## src/rtl/core/tsdf_pkg.sv

```systemverilog
// Shared types, codes and sizes for the typed snapshot diff filter.
`timescale 1ns / 1ps

package tsdf_pkg;

   // Default width of the running byte offset
   localparam int OffsetBitsDefault = 32;

   // Element queue between front and back
   localparam int QueueDepth = 2;
   localparam int QueuePtrW  = (QueueDepth > 1) ? $clog2(QueueDepth) : 1;
   localparam int QueueCntW  = $clog2(QueueDepth + 1);

   // Configuration port
   localparam int CsrAddrW = 6;
   localparam int CsrDataW = 64;
   localparam int CsrIdxW  = 3;

   typedef enum logic [CsrIdxW-1:0] {
      REG_FILTER_MODE = 3'd0,
      REG_DATA_TYPE   = 3'd1,
      REG_VALUE_A     = 3'd2,
      REG_VALUE_B     = 3'd3,
      REG_MASK_BITS   = 3'd4,
      REG_MASK_TARGET = 3'd5
   } reg_index_type;

   typedef enum logic [3:0] {
      FLT_CHANGED    = 4'd0,
      FLT_UNCHANGED  = 4'd1,
      FLT_INCREASED  = 4'd2,
      FLT_DECREASED  = 4'd3,
      FLT_INCR_BY    = 4'd4,
      FLT_DECR_BY    = 4'd5,
      FLT_EXACT      = 4'd6,
      FLT_RANGE      = 4'd7,
      FLT_BITMASK    = 4'd8,
      FLT_STABILIZED = 4'd9
   } filter_mode_type;

   typedef enum logic [2:0] {
      DT_BYTES  = 3'd0,
      DT_INT8   = 3'd1,
      DT_UINT8  = 3'd2,
      DT_INT16  = 3'd3,
      DT_UINT16 = 3'd4,
      DT_INT32  = 3'd5,
      DT_UINT32 = 3'd6,
      DT_FLOAT  = 3'd7
   } data_type_type;

   // Configuration register set
   typedef struct packed {
      logic [3:0]  filter_mode;
      logic [2:0]  data_type;
      logic [63:0] value_a;
      logic [63:0] value_b;
      logic [31:0] mask_bits;
      logic [31:0] mask_target;
   } cfg_type;

   // One gathered element candidate on its way to the filter
   typedef struct packed {
      logic        is_bytes;
      logic [31:0] offset;
      logic [31:0] old_raw;
      logic [31:0] new_raw;
   } elem_type;

endpackage

```

## src/rtl/core/tsdf_front.sv

```systemverilog
// Front end: tracks the byte offset and gathers bytes into element candidates.
`timescale 1ns / 1ps

module tsdf_front #(
   parameter int OFFSET_BITS = tsdf_pkg::OffsetBitsDefault
) (
   input  logic                clock,
   input  logic                reset,
   input  logic [2:0]          data_type,
   input  logic                in_valid,
   output logic                in_ready,
   input  logic [7:0]          before_byte,
   input  logic [7:0]          after_byte,
   input  logic                end_of_region,
   output logic                push_valid,
   input  logic                push_ready,
   output tsdf_pkg::elem_type  push_elem
);

   logic [OFFSET_BITS-1:0] pos_ff, pos_in;
   logic [1:0]             lane_ff, lane_in;
   logic [23:0]            old_asm_ff, old_asm_in;
   logic [23:0]            new_asm_ff, new_asm_in;

   logic                   accept;
   logic                   is_bytes;
   logic [1:0]             top_lane;
   logic                   complete;
   logic [OFFSET_BITS-1:0] elem_off;
   logic [OFFSET_BITS+31:0] pos_ext;
   logic [OFFSET_BITS+31:0] off_ext;
   logic [31:0]            old_raw;
   logic [31:0]            new_raw;

   assign in_ready = push_ready;
   assign accept   = in_valid && push_ready;
   assign is_bytes = (data_type == tsdf_pkg::DT_BYTES);

   // Last lane of the element for the current type
   always_comb begin
      unique case (data_type) inside
         tsdf_pkg::DT_INT16, tsdf_pkg::DT_UINT16: top_lane = 2'd1;
         tsdf_pkg::DT_INT32, tsdf_pkg::DT_UINT32, tsdf_pkg::DT_FLOAT: top_lane = 2'd3;
         default: top_lane = 2'd0;
      endcase
   end

   assign complete = !is_bytes && (lane_ff >= top_lane);

   // Element start offset, wrapped to the offset width, carried as 32 bits
   assign elem_off = pos_ff - OFFSET_BITS'(lane_ff);
   assign pos_ext  = {32'd0, pos_ff};
   assign off_ext  = {32'd0, elem_off};

   // Place the current byte on top of the gathered lower lanes
   always_comb begin
      unique case (top_lane)
         2'd1: begin
            old_raw = {16'd0, before_byte, old_asm_ff[7:0]};
            new_raw = {16'd0, after_byte, new_asm_ff[7:0]};
         end
         2'd3: begin
            old_raw = {before_byte, old_asm_ff};
            new_raw = {after_byte, new_asm_ff};
         end
         default: begin
            old_raw = {24'd0, before_byte};
            new_raw = {24'd0, after_byte};
         end
      endcase
   end

   // Build the candidate for the queue
   always_comb begin
      push_elem.is_bytes = is_bytes;
      if (is_bytes) begin
         push_elem.offset  = pos_ext[31:0];
         push_elem.old_raw = {24'd0, before_byte};
         push_elem.new_raw = {24'd0, after_byte};
         push_valid        = in_valid && (before_byte != after_byte);
      end else begin
         push_elem.offset  = off_ext[31:0];
         push_elem.old_raw = old_raw;
         push_elem.new_raw = new_raw;
         push_valid        = in_valid && complete;
      end
   end

   // Advance offset, lane and assemblies
   always_comb begin
      pos_in     = pos_ff;
      lane_in    = lane_ff;
      old_asm_in = old_asm_ff;
      new_asm_in = new_asm_ff;
      if (accept) begin
         if (is_bytes || complete) begin
            lane_in    = 2'd0;
            old_asm_in = 24'd0;
            new_asm_in = 24'd0;
         end else begin
            unique case (lane_ff)
               2'd0: begin
                  old_asm_in[7:0] = old_asm_ff[7:0] | before_byte;
                  new_asm_in[7:0] = new_asm_ff[7:0] | after_byte;
               end
               2'd1: begin
                  old_asm_in[15:8] = old_asm_ff[15:8] | before_byte;
                  new_asm_in[15:8] = new_asm_ff[15:8] | after_byte;
               end
               default: begin
                  old_asm_in[23:16] = old_asm_ff[23:16] | before_byte;
                  new_asm_in[23:16] = new_asm_ff[23:16] | after_byte;
               end
            endcase
            lane_in = lane_ff + 2'd1;
         end
         if (end_of_region) begin
            pos_in     = '0;
            lane_in    = 2'd0;
            old_asm_in = 24'd0;
            new_asm_in = 24'd0;
         end else begin
            pos_in = pos_ff + OFFSET_BITS'(1);
         end
      end
   end

   always_ff @(posedge clock) begin
      if (reset) begin
         pos_ff     <= '0;
         lane_ff    <= 2'd0;
         old_asm_ff <= 24'd0;
         new_asm_ff <= 24'd0;
      end else begin
         pos_ff     <= pos_in;
         lane_ff    <= lane_in;
         old_asm_ff <= old_asm_in;
         new_asm_ff <= new_asm_in;
      end
   end

endmodule

```

## src/rtl/core/tsdf_queue.sv

```systemverilog
// Short element queue between the front end and the filter back end.
`timescale 1ns / 1ps

module tsdf_queue (
   input  logic               clock,
   input  logic               reset,
   input  logic               push_valid,
   output logic               push_ready,
   input  tsdf_pkg::elem_type push_elem,
   output logic               pop_valid,
   input  logic               pop_ready,
   output tsdf_pkg::elem_type pop_elem
);

   tsdf_pkg::elem_type store_ff [tsdf_pkg::QueueDepth];

   logic [tsdf_pkg::QueuePtrW-1:0] wr_ptr_ff, wr_ptr_in;
   logic [tsdf_pkg::QueuePtrW-1:0] rd_ptr_ff, rd_ptr_in;
   logic [tsdf_pkg::QueueCntW-1:0] count_ff, count_in;
   logic                           do_push;
   logic                           do_pop;

   assign push_ready = (count_ff != tsdf_pkg::QueueCntW'(tsdf_pkg::QueueDepth));
   assign pop_valid  = (count_ff != '0);
   assign pop_elem   = store_ff[rd_ptr_ff];
   assign do_push    = push_valid && push_ready;
   assign do_pop     = pop_valid && pop_ready;

   // Advance pointers with wrap and track occupancy
   always_comb begin
      wr_ptr_in = wr_ptr_ff;
      rd_ptr_in = rd_ptr_ff;
      count_in  = count_ff;
      if (do_push) begin
         if (wr_ptr_ff == tsdf_pkg::QueuePtrW'(tsdf_pkg::QueueDepth - 1)) begin
            wr_ptr_in = '0;
         end else begin
            wr_ptr_in = wr_ptr_ff + 1'b1;
         end
      end
      if (do_pop) begin
         if (rd_ptr_ff == tsdf_pkg::QueuePtrW'(tsdf_pkg::QueueDepth - 1)) begin
            rd_ptr_in = '0;
         end else begin
            rd_ptr_in = rd_ptr_ff + 1'b1;
         end
      end
      if (do_push && !do_pop) begin
         count_in = count_ff + 1'b1;
      end else if (do_pop && !do_push) begin
         count_in = count_ff - 1'b1;
      end
   end

   always_ff @(posedge clock) begin
      if (reset) begin
         wr_ptr_ff <= '0;
         rd_ptr_ff <= '0;
         count_ff  <= '0;
      end else begin
         wr_ptr_ff <= wr_ptr_in;
         rd_ptr_ff <= rd_ptr_in;
         count_ff  <= count_in;
      end
   end

   // Hold queued payload
   always_ff @(posedge clock) begin
      if (do_push) begin
         store_ff[wr_ptr_ff] <= push_elem;
      end
   end

endmodule

```

## src/rtl/core/tsdf_back.sv

```systemverilog
// Back end: widens element values, applies the filter and holds the result beat.
`timescale 1ns / 1ps

module tsdf_back (
   input  logic               clock,
   input  logic               reset,
   input  tsdf_pkg::cfg_type  cfg,
   input  logic               elem_valid,
   output logic               elem_ready,
   input  tsdf_pkg::elem_type elem,
   output logic               out_valid,
   input  logic               out_ready,
   output logic [31:0]        out_offset,
   output logic [63:0]        out_old,
   output logic [63:0]        out_new
);

   logic        out_valid_ff, out_valid_in;
   logic [31:0] out_offset_ff;
   logic [63:0] out_old_ff;
   logic [63:0] out_new_ff;

   logic [63:0] old_val;
   logic [63:0] new_val;
   logic [63:0] up_delta;
   logic [63:0] down_delta;
   logic        filter_hit;
   logic        match;
   logic        take;

   // Widen a raw element by type
   function automatic logic [63:0] widen(input logic [31:0] raw, input logic [2:0] dt);
      logic [63:0] val;
      unique case (dt)
         tsdf_pkg::DT_INT8:   val = {{56{raw[7]}}, raw[7:0]};
         tsdf_pkg::DT_UINT8:  val = {56'd0, raw[7:0]};
         tsdf_pkg::DT_INT16:  val = {{48{raw[15]}}, raw[15:0]};
         tsdf_pkg::DT_UINT16: val = {48'd0, raw[15:0]};
         tsdf_pkg::DT_INT32:  val = {{32{raw[31]}}, raw};
         default:             val = {32'd0, raw};
      endcase
      return val;
   endfunction

   assign old_val    = widen(elem.old_raw, cfg.data_type);
   assign new_val    = widen(elem.new_raw, cfg.data_type);
   assign up_delta   = new_val - old_val;
   assign down_delta = old_val - new_val;

   // Filter decode
   always_comb begin
      unique case (cfg.filter_mode) inside
         tsdf_pkg::FLT_CHANGED:    filter_hit = (old_val != new_val);
         tsdf_pkg::FLT_UNCHANGED,
         tsdf_pkg::FLT_STABILIZED: filter_hit = (old_val == new_val);
         tsdf_pkg::FLT_INCREASED:  filter_hit = (new_val > old_val);
         tsdf_pkg::FLT_DECREASED:  filter_hit = (new_val < old_val);
         tsdf_pkg::FLT_INCR_BY:    filter_hit = (up_delta == cfg.value_a);
         tsdf_pkg::FLT_DECR_BY:    filter_hit = (down_delta == cfg.value_a);
         tsdf_pkg::FLT_EXACT:      filter_hit = (new_val == cfg.value_a);
         tsdf_pkg::FLT_RANGE:      filter_hit = (new_val >= cfg.value_a) &&
                                                (new_val <= cfg.value_b);
         tsdf_pkg::FLT_BITMASK:    filter_hit = ((new_val[31:0] & cfg.mask_bits) ==
                                                 cfg.mask_target);
         default:                  filter_hit = 1'b0;
      endcase
   end

   // Byte candidates already differ, so they always report
   assign match      = elem.is_bytes || filter_hit;
   assign take       = elem_valid && (!out_valid_ff || out_ready);
   assign elem_ready = !out_valid_ff || out_ready;

   // Load the output slot on a match, drop non-matching elements
   always_comb begin
      out_valid_in = out_valid_ff && !out_ready;
      if (take && match) begin
         out_valid_in = 1'b1;
      end
   end

   always_ff @(posedge clock) begin
      if (reset) begin
         out_valid_ff <= 1'b0;
      end else begin
         out_valid_ff <= out_valid_in;
      end
   end

   always_ff @(posedge clock) begin
      if (take && match) begin
         out_offset_ff <= elem.offset;
         out_old_ff    <= old_val;
         out_new_ff    <= new_val;
      end
   end

   assign out_valid  = out_valid_ff;
   assign out_offset = out_offset_ff;
   assign out_old    = out_old_ff;
   assign out_new    = out_new_ff;

endmodule

```

## src/rtl/core/typed_snapshot_diff_filter.sv

```systemverilog
// A result beat is registered in the element queue, then in the back end output slot.
// Throughput: one byte pair per cycle while the queue has room; the front fills one lane
// per byte, and the back evaluates one element per cycle unless stalled, with a single
// 64-bit compare stage. A two-entry element queue lets front and back stall independently.
// Reset clears all configuration registers to zero, the byte offset, lane and assemblies.
`timescale 1ns / 1ps

module typed_snapshot_diff_filter #(
   parameter int OFFSET_BITS = tsdf_pkg::OffsetBitsDefault
) (
   input  logic                          clock,
   input  logic                          reset,
   // Byte pair stream
   input  logic                          req_tvalid,
   output logic                          req_tready,
   input  logic [15:0]                   req_tdata,   // before_byte, after_byte
   input  logic                          req_tlast,   // end_of_region
   // Match stream
   output logic                          rsp_tvalid,
   input  logic                          rsp_tready,
   output logic [159:0]                  rsp_tdata,   // match_offset, old_value, new_value
   // Configuration port
   input  logic                          csr_psel,
   input  logic                          csr_penable,
   input  logic                          csr_pwrite,
   input  logic [tsdf_pkg::CsrAddrW-1:0] csr_paddr,
   input  logic [tsdf_pkg::CsrDataW-1:0] csr_pwdata,
   output logic [tsdf_pkg::CsrDataW-1:0] csr_prdata,
   output logic                          csr_pready
);

   tsdf_pkg::cfg_type  cfg_ff, cfg_in;
   tsdf_pkg::elem_type push_elem;
   tsdf_pkg::elem_type pop_elem;

   logic                         csr_write;
   logic [tsdf_pkg::CsrIdxW-1:0] csr_index;
   logic                         push_valid;
   logic                         push_ready;
   logic                         pop_valid;
   logic                         pop_ready;
   logic [31:0]                  out_offset;
   logic [63:0]                  out_old;
   logic [63:0]                  out_new;

   // Configuration registers
   assign csr_pready = 1'b1;
   assign csr_write  = csr_psel && csr_penable && csr_pwrite && csr_pready;
   assign csr_index  = csr_paddr[tsdf_pkg::CsrAddrW-1:tsdf_pkg::CsrAddrW-tsdf_pkg::CsrIdxW];

   always_comb begin
      cfg_in = cfg_ff;
      if (csr_write) begin
         unique case (csr_index)
            tsdf_pkg::REG_FILTER_MODE: cfg_in.filter_mode = csr_pwdata[3:0];
            tsdf_pkg::REG_DATA_TYPE:   cfg_in.data_type   = csr_pwdata[2:0];
            tsdf_pkg::REG_VALUE_A:     cfg_in.value_a     = csr_pwdata;
            tsdf_pkg::REG_VALUE_B:     cfg_in.value_b     = csr_pwdata;
            tsdf_pkg::REG_MASK_BITS:   cfg_in.mask_bits   = csr_pwdata[31:0];
            tsdf_pkg::REG_MASK_TARGET: cfg_in.mask_target = csr_pwdata[31:0];
            default: ;
         endcase
      end
   end

   always_ff @(posedge clock) begin
      if (reset) begin
         cfg_ff <= '0;
      end else begin
         cfg_ff <= cfg_in;
      end
   end

   // Register readback
   always_comb begin
      unique case (csr_index)
         tsdf_pkg::REG_FILTER_MODE: csr_prdata = {60'd0, cfg_ff.filter_mode};
         tsdf_pkg::REG_DATA_TYPE:   csr_prdata = {61'd0, cfg_ff.data_type};
         tsdf_pkg::REG_VALUE_A:     csr_prdata = cfg_ff.value_a;
         tsdf_pkg::REG_VALUE_B:     csr_prdata = cfg_ff.value_b;
         tsdf_pkg::REG_MASK_BITS:   csr_prdata = {32'd0, cfg_ff.mask_bits};
         tsdf_pkg::REG_MASK_TARGET: csr_prdata = {32'd0, cfg_ff.mask_target};
         default:                   csr_prdata = '0;
      endcase
   end

   tsdf_front #(
      .OFFSET_BITS (OFFSET_BITS)
   ) u_front (
      .clock         (clock),
      .reset         (reset),
      .data_type     (cfg_ff.data_type),
      .in_valid      (req_tvalid),
      .in_ready      (req_tready),
      .before_byte   (req_tdata[7:0]),
      .after_byte    (req_tdata[15:8]),
      .end_of_region (req_tlast),
      .push_valid    (push_valid),
      .push_ready    (push_ready),
      .push_elem     (push_elem)
   );

   tsdf_queue u_queue (
      .clock      (clock),
      .reset      (reset),
      .push_valid (push_valid),
      .push_ready (push_ready),
      .push_elem  (push_elem),
      .pop_valid  (pop_valid),
      .pop_ready  (pop_ready),
      .pop_elem   (pop_elem)
   );

   tsdf_back u_back (
      .clock      (clock),
      .reset      (reset),
      .cfg        (cfg_ff),
      .elem_valid (pop_valid),
      .elem_ready (pop_ready),
      .elem       (pop_elem),
      .out_valid  (rsp_tvalid),
      .out_ready  (rsp_tready),
      .out_offset (out_offset),
      .out_old    (out_old),
      .out_new    (out_new)
   );

   assign rsp_tdata = {out_new, out_old, out_offset};

endmodule
```

## config.mk

```make
export PLATFORM = sky130hd
export DESIGN_NAME = typed_snapshot_diff_filter
export DESIGN_NICKNAME = d
export VERILOG_FILES = /design/src/rtl/core/tsdf_pkg.sv /design/src/rtl/core/tsdf_front.sv /design/src/rtl/core/tsdf_queue.sv /design/src/rtl/core/tsdf_back.sv /design/src/rtl/core/typed_snapshot_diff_filter.sv
export SDC_FILE = /design/constraint.sdc
export NUM_CORES = 1
export LEC_CHECK = 0
export BUFFER_PORTS_ARGS = -buffer_cell sky130_fd_sc_hd__buf_2
export CAP_MARGIN = 0
export CORE_ASPECT_RATIO = 1.2
export CORE_UTILIZATION = 40
export DETAILED_ROUTE_END_ITERATION = 10
export SETUP_SLACK_MARGIN = 0.4
export SYNTH_ARGS = -nofsm -noshare
export SYNTH_HDL_FRONTEND = slang
export SYNTH_SLANG_ARGS = --single-unit
```

## constraint.sdc

```tcl
create_clock -name clock -period 18.5 [get_ports clock]
set_input_delay 1.85 -clock clock [delete_from_list [all_inputs] [get_ports clock]]
set_output_delay 1.85 -clock clock [all_outputs]
set_load 0.1 [all_outputs]
```

* Word-level counts from Yosys, hierarchy flattened
Memory sizes are Yosys's and may differ from the RTL's. A register that Yosys moved wholly into a read port is not among the register bits. Index checks and enable logic that the tools add are counted.
Word-level totals: bits in registers 446, latch bits 0, output and inout port bits 227, logic and storage cells 149, ROM bits 0, bits in writable memories 194, memories 1, input bits 94
Cells by class: muxes and demuxes 31, $add $sub $neg 9, reductions and logical operators 42, bitwise logic cells 7, order comparisons 5, eq/ne operators 33, divide/modulo/power cells 0, multiply operators 0, shifts and indexed selects 0
Memory list:
- u_queue.store_ff | words 2, bits a word 97, rd ports 1, clocked after memory_dff 1, write ports 1, line tsdf_queue.sv:15 | tsdf_pkg::elem_type store_ff [tsdf_pkg::QueueDepth];
Operator list (number):
- $pmux W64 S5 | 2
- $pmux W64 S6 | 1
- $eq A64 B64 Y1 | 4
- $pmux W32 S2 | 2
- $sub A64 B64 Y64 | 2
- $mux W24 | 4
- $mux W96 | 1
- $ge A64 B64 Y1 | 1
- $gt A64 B64 Y1 | 1
- $le A64 B64 Y1 | 1
- $lt A64 B64 Y1 | 1
- $ne A64 B64 Y1 | 1
- $mux W8 | 6
- $or A8 B8 Y8 | 6
- $add A32 B1 Y32 const B | 1
- $and A32 B32 Y32 | 1
- $eq A32 B32 Y1 | 1
- $mux W32 | 1
- $sub A32 B2 Y32 | 1
- $eq A3 B3 Y1 const B | 6
- $reduce_and A2 Y1 | 9
- $eq A4 B3 Y1 const B | 4
- $logic_and A1 B1 Y1 | 13
- $eq A3 B2 Y1 const B | 4
- 26 further kinds | 53

* Logic depth before layout (Yosys ltp)
word-level depth 12, depth in mapped cells 28, gate-level depth less buffers 24

* By module
From an unflattened synthesis, not the netlist that was laid out.
Second synthesis, totals: cells, all modules 3394, area total of the unflattened synthesis 34286.6 um^2
Modules (own cells, without submodules):
- tsdf_back | sequential area each 2962.8 um^2, cells each 1545, times used 1, area each 12692.2 um^2
- typed_snapshot_diff_filter | sequential area each 3983.8 um^2, cells each 922, times used 1, area each 9442.8 um^2
- tsdf_queue | sequential area each 5925.7 um^2, cells each 326, times used 1, area each 7339.5 um^2
- tsdf_front | sequential area each 1641.6 um^2, cells each 601, times used 1, area each 4812.1 um^2

* Worst setup path before layout
Ideal clock, no wire load.
path type reg-to-reg, start register with a tool-made name, end register u_back.out_new_ff[0] (netlist: u_back.out_new[0]), enable pin, clock period less this slack 11118 ps, buffers on the path 5, library setup time 587 ps, required time 17913 ps, setup slack 7382 ps, data arrival time 10531 ps, stages on the path, launching flop included 27, cells stage by stage dfxtp_1 > clkbuf_1 > clkbuf_1 > clkbuf_1 > buf_1 > mux2i_1 > o21a_1 > ha_1 > buf_2 > nand4_1 > nor3_1 > o21ai_0 > o211ai_1 > a21bo_2 > a21oi_1 > o211ai_1 > fa_1 > xor2_1 > a21oi_1 > o21ai_0 > a2111oi_0 > nand3_1 > a2111oi_0 > nand4_1 > nor4_2 > nand4_1 > a21oi_1
RTL lines:
- to (signal assigned) | line tsdf_back.sv:94 | out_new_ff <= new_val;
- to (decl) | line tsdf_back.sv:21 | logic [63:0] out_new_ff;

==> impl_metrics.json <==
{
  "post-cts-setup-buffers": 0,
  "worstMarginPinSlew_ps": 1100,
  "tns_ps": 0,
  "fmax_mhz": 106,
  "final_nets": 3940,
  "cts_resized": 0,
  "clockRootBuffer": "clkbuf_16",
  "relSlewSlack_pct": 26.4,
  "wl_per_cell_um": 22.0,
  "synthArstFlopShare_pct": 0,
  "crit_family": "compound AO/OA/AOI/OAI gates",
  "clk_path_buf_depth": 3,
  "syn_inst": 3453,
  "slowest_delay_ps": 830,
  "vias": 25834,
  "hold_viol": 0,
  "critPathBufInv": 3,
  "cts_hold_repair.buffers": 0,
  "multi_input_comb_area_mm2": 0.0155,
  "drv_slew": 0,
  "start_util_pct": 40.4,
  "power_mw": 5.99,
  "grt_pass1_vias": 24619,
  "finalSetupViolations": 0,
  "clk_latency_ps": 660,
  "tritoncts": "yes",
  "min_period_over_period_pct": 50.9,
  "path_class": "register to register",
  "r2r_cells": 24,
  "rsz0062_at_grt": "no",
  "dp_hpwl_um": 75600,
  "dpl.cell_count": 4614,
  "std_cell_rows": 113,
  "syn_nets": 3753,
  "io_pins": 321,
  "hp-start": "cfg_ff[67]",
  "cts_buffers": 59,
  "reg2reg_slack_ps": 9080,
  "worstPathCellList": "buf_4 > mux2i_1 > o21ai_0 > buf_4 > ha_1 > nand4_1 > nor3_1 > o21ai_0 > o211ai_1 > a21bo_2 > a21oi_1 > o211ai_1 > fa_1 > xor2_1 > a21oi_1 > o21ai_0 > a2111oi_0 > nand3_1 > a2111oi_0 > nand4_1 > nor4_2 > nand4_1 > a21oi_4 > buf_4",
  "die_h_um": 312,
  "path_max_fanout": 54,
  "final_cells": 4732,
  "worstSetupStartpointType": "register",
  "status": "finished, final reports clean",
  "worstPathArrival_ps": 9680,
  "grt_max_degree": 78,
  "mostFrequentLayoutCells": "nand2_1 (558), a21oi_1 (385), buf_2 (315), edfxtp_1 (292), dfxtp_1 (286)",
  "power_density_mw_per_mm2": 166,
  "whs_ps": 457,
  "io_buffers": 316,
  "antenna_found_initial": 13,
  "grt_pass1_wl_um": 153000,
  "syn_to_final_growth_pct": 13.1,
  "yosysSeqAreaShare_pct": 45.4,
  "required_ps": 18770,
  "vias_per_cell": 5.46,
  "yosysWarnings": 0,
  "synth_flop_cell": "edfxtp_1",
  "hold_path_end": "cfg_ff[67]",
  "leakagePower_nw": 14.0,
  "cap_violations": 0,
  "reg2reg_to": "u_back.out_old[0]",
  "syn_area_mm2": 0.0320,
  "hold_path.class": "register to register",
  "dr.pass1.iters": 6,
  "synthDistinctLibCells": 86,
  "htree_levels": 2,
  "drt-total-wl_um": 104000,
  "drive_above_1_share_pct": 15.7,
  "ant_nets": 0,
  "drc": 0,
  "clk_pin_slew_worst_paths_ps": 70,
  "grt-ovfl-total": 0,
  "holdPathStages": 2,
  "ir_worst_vdd_v": 0.000190,
  "period_needed_ps": 9420,
  "cp_slowest_cell": "dfxtp_4",
  "end_kind": "register",
  "cts.sinks": 579,
  "synth-seq-cells": 579,
  "dieArea_mm2": 0.0810,
  "die_w_um": 260,
  "drt_iter0_drc": 1959,
  "clock_skew_ps": 41.2,
  "fill_cells": 7754,
  "grt_usage_pct": 25.1,
  "seqCellArea_mm2": 0.0145,
  "coreArea_mm2": 0.0792,
  "layout_commonest_cell": "nand2_1",
  "gp_congestion": 0.978,
  "synth_edf_count": 292,
  "syn_area_per_cell_um2": 9.25
}
layout make-up:
| cell class | count | area share, % |
|---|---|---|
| Antenna cell | 6 | 0.0415 |
| Clock buffer | 76 | 4.51 |
| Clock inverter | 36 | 1.00 |
| Inverter | 222 | 2.31 |
| Multi-Input combinational cell | 2409 | 42.9 |
| Sequential cell | 579 | 40.2 |
| Tap cell | 1035 | 3.58 |
| Timing Repair Buffer | 369 | 5.49 |
Yosys cell counts (72+ instances only):
library cell | number | area (µm²)
a21oi_1 | 386 | 1930
dfxtp_1 | 287 | 5750
nand2_1 | 561 | 2110
o21ai_0 | 124 | 621
clkbuf_1 | 133 | 499
nor2_1 | 221 | 830
inv_1 | 222 | 833
mux2i_1 | 77 | 771
xor2_1 | 72 | 631
edfxtp_1 | 292 | 8770
ha_1 | 202 | 2530
xnor2_1 | 85 | 744
worst max-delay path by stage:
stage,startpoint,to,slack (ps),cells past startpoint
2_1_floorplan,register,u_back.out_new[0],7380,26
3_3_place_gp,register,u_back.out_new[30],9140,24
3_5_place_dp,register,u_back.out_new[30],9030,24
4_1_cts,register,u_back.out_old[0],8990,24
5_1_grt,register,u_back.out_old[0],8400,24
6_report,register,u_back.out_old[0],9080,24
power by group:
group          leakage [nW]  internal, mW  switching, mW  total [mW]
registers              5.12          1.59         0.0843        1.68
clock network         0.963         0.685          0.539        1.22
logic                  7.87         0.745           2.35        3.09
per-layer routing:
metal,track usage (%),share of wire [%]
met2,44.1,50
met5,0,0.11
met3,4.82,5.7
met1,29.3,39
met4,10.9,4.5
per-stage QoR:
step / instance area (µm²) / utilization [%] / setup slack (ps)
5_1_grt: 36100 / 45.6 / 8400
2_1_floorplan: 32000 / - / 7380
4_1_cts: 36100 / 45.6 / 8990
3_5_place_dp: 34100 / 43.1 / 9030
3_3_place_gp: 34100 / 43.1 / 9140
6_report: 36100 / 45.6 / 9080
worst min-delay path: cells and delay by family (launching register included):
family | cells | cell delay (ps)
simple gates | 1 | 50
flops | 1 | 310
compound gates | 1 | 50
sequential cells by signal, indices dropped and copies added, names as in the netlist, named ones only:
name / flops
u_back.out_new: 33
u_queue.count_ff: 2
u_back.out_old: 33
u_queue.store_ff: 194
cfg_ff: 199
u_queue.wr_ptr_ff: 1
u_front.old_asm_ff: 24
u_front.lane_ff: 2
u_back.out_valid: 1
u_front.new_asm_ff: 24
u_front.pos_ff: 32
u_back.out_offset: 32
u_queue.rd_ptr_ff: 1
kinds of logic after synthesis:
kind of cell / count (synthesis) / share of synthesized area (%)
AOI/OAI and AO/OA: 840 / 16.3
xor gates and xnor gates: 157 / 4.30
adders and majority gates: 206 / 8.16
buffers and inverters: 465 / 6.41
DFF: 579 / 45.4
muxes: 139 / 4.63
other: 1 / 0.0117
and+or+nand+nor: 1066 / 14.8
(Power assumes the default switching activity.)
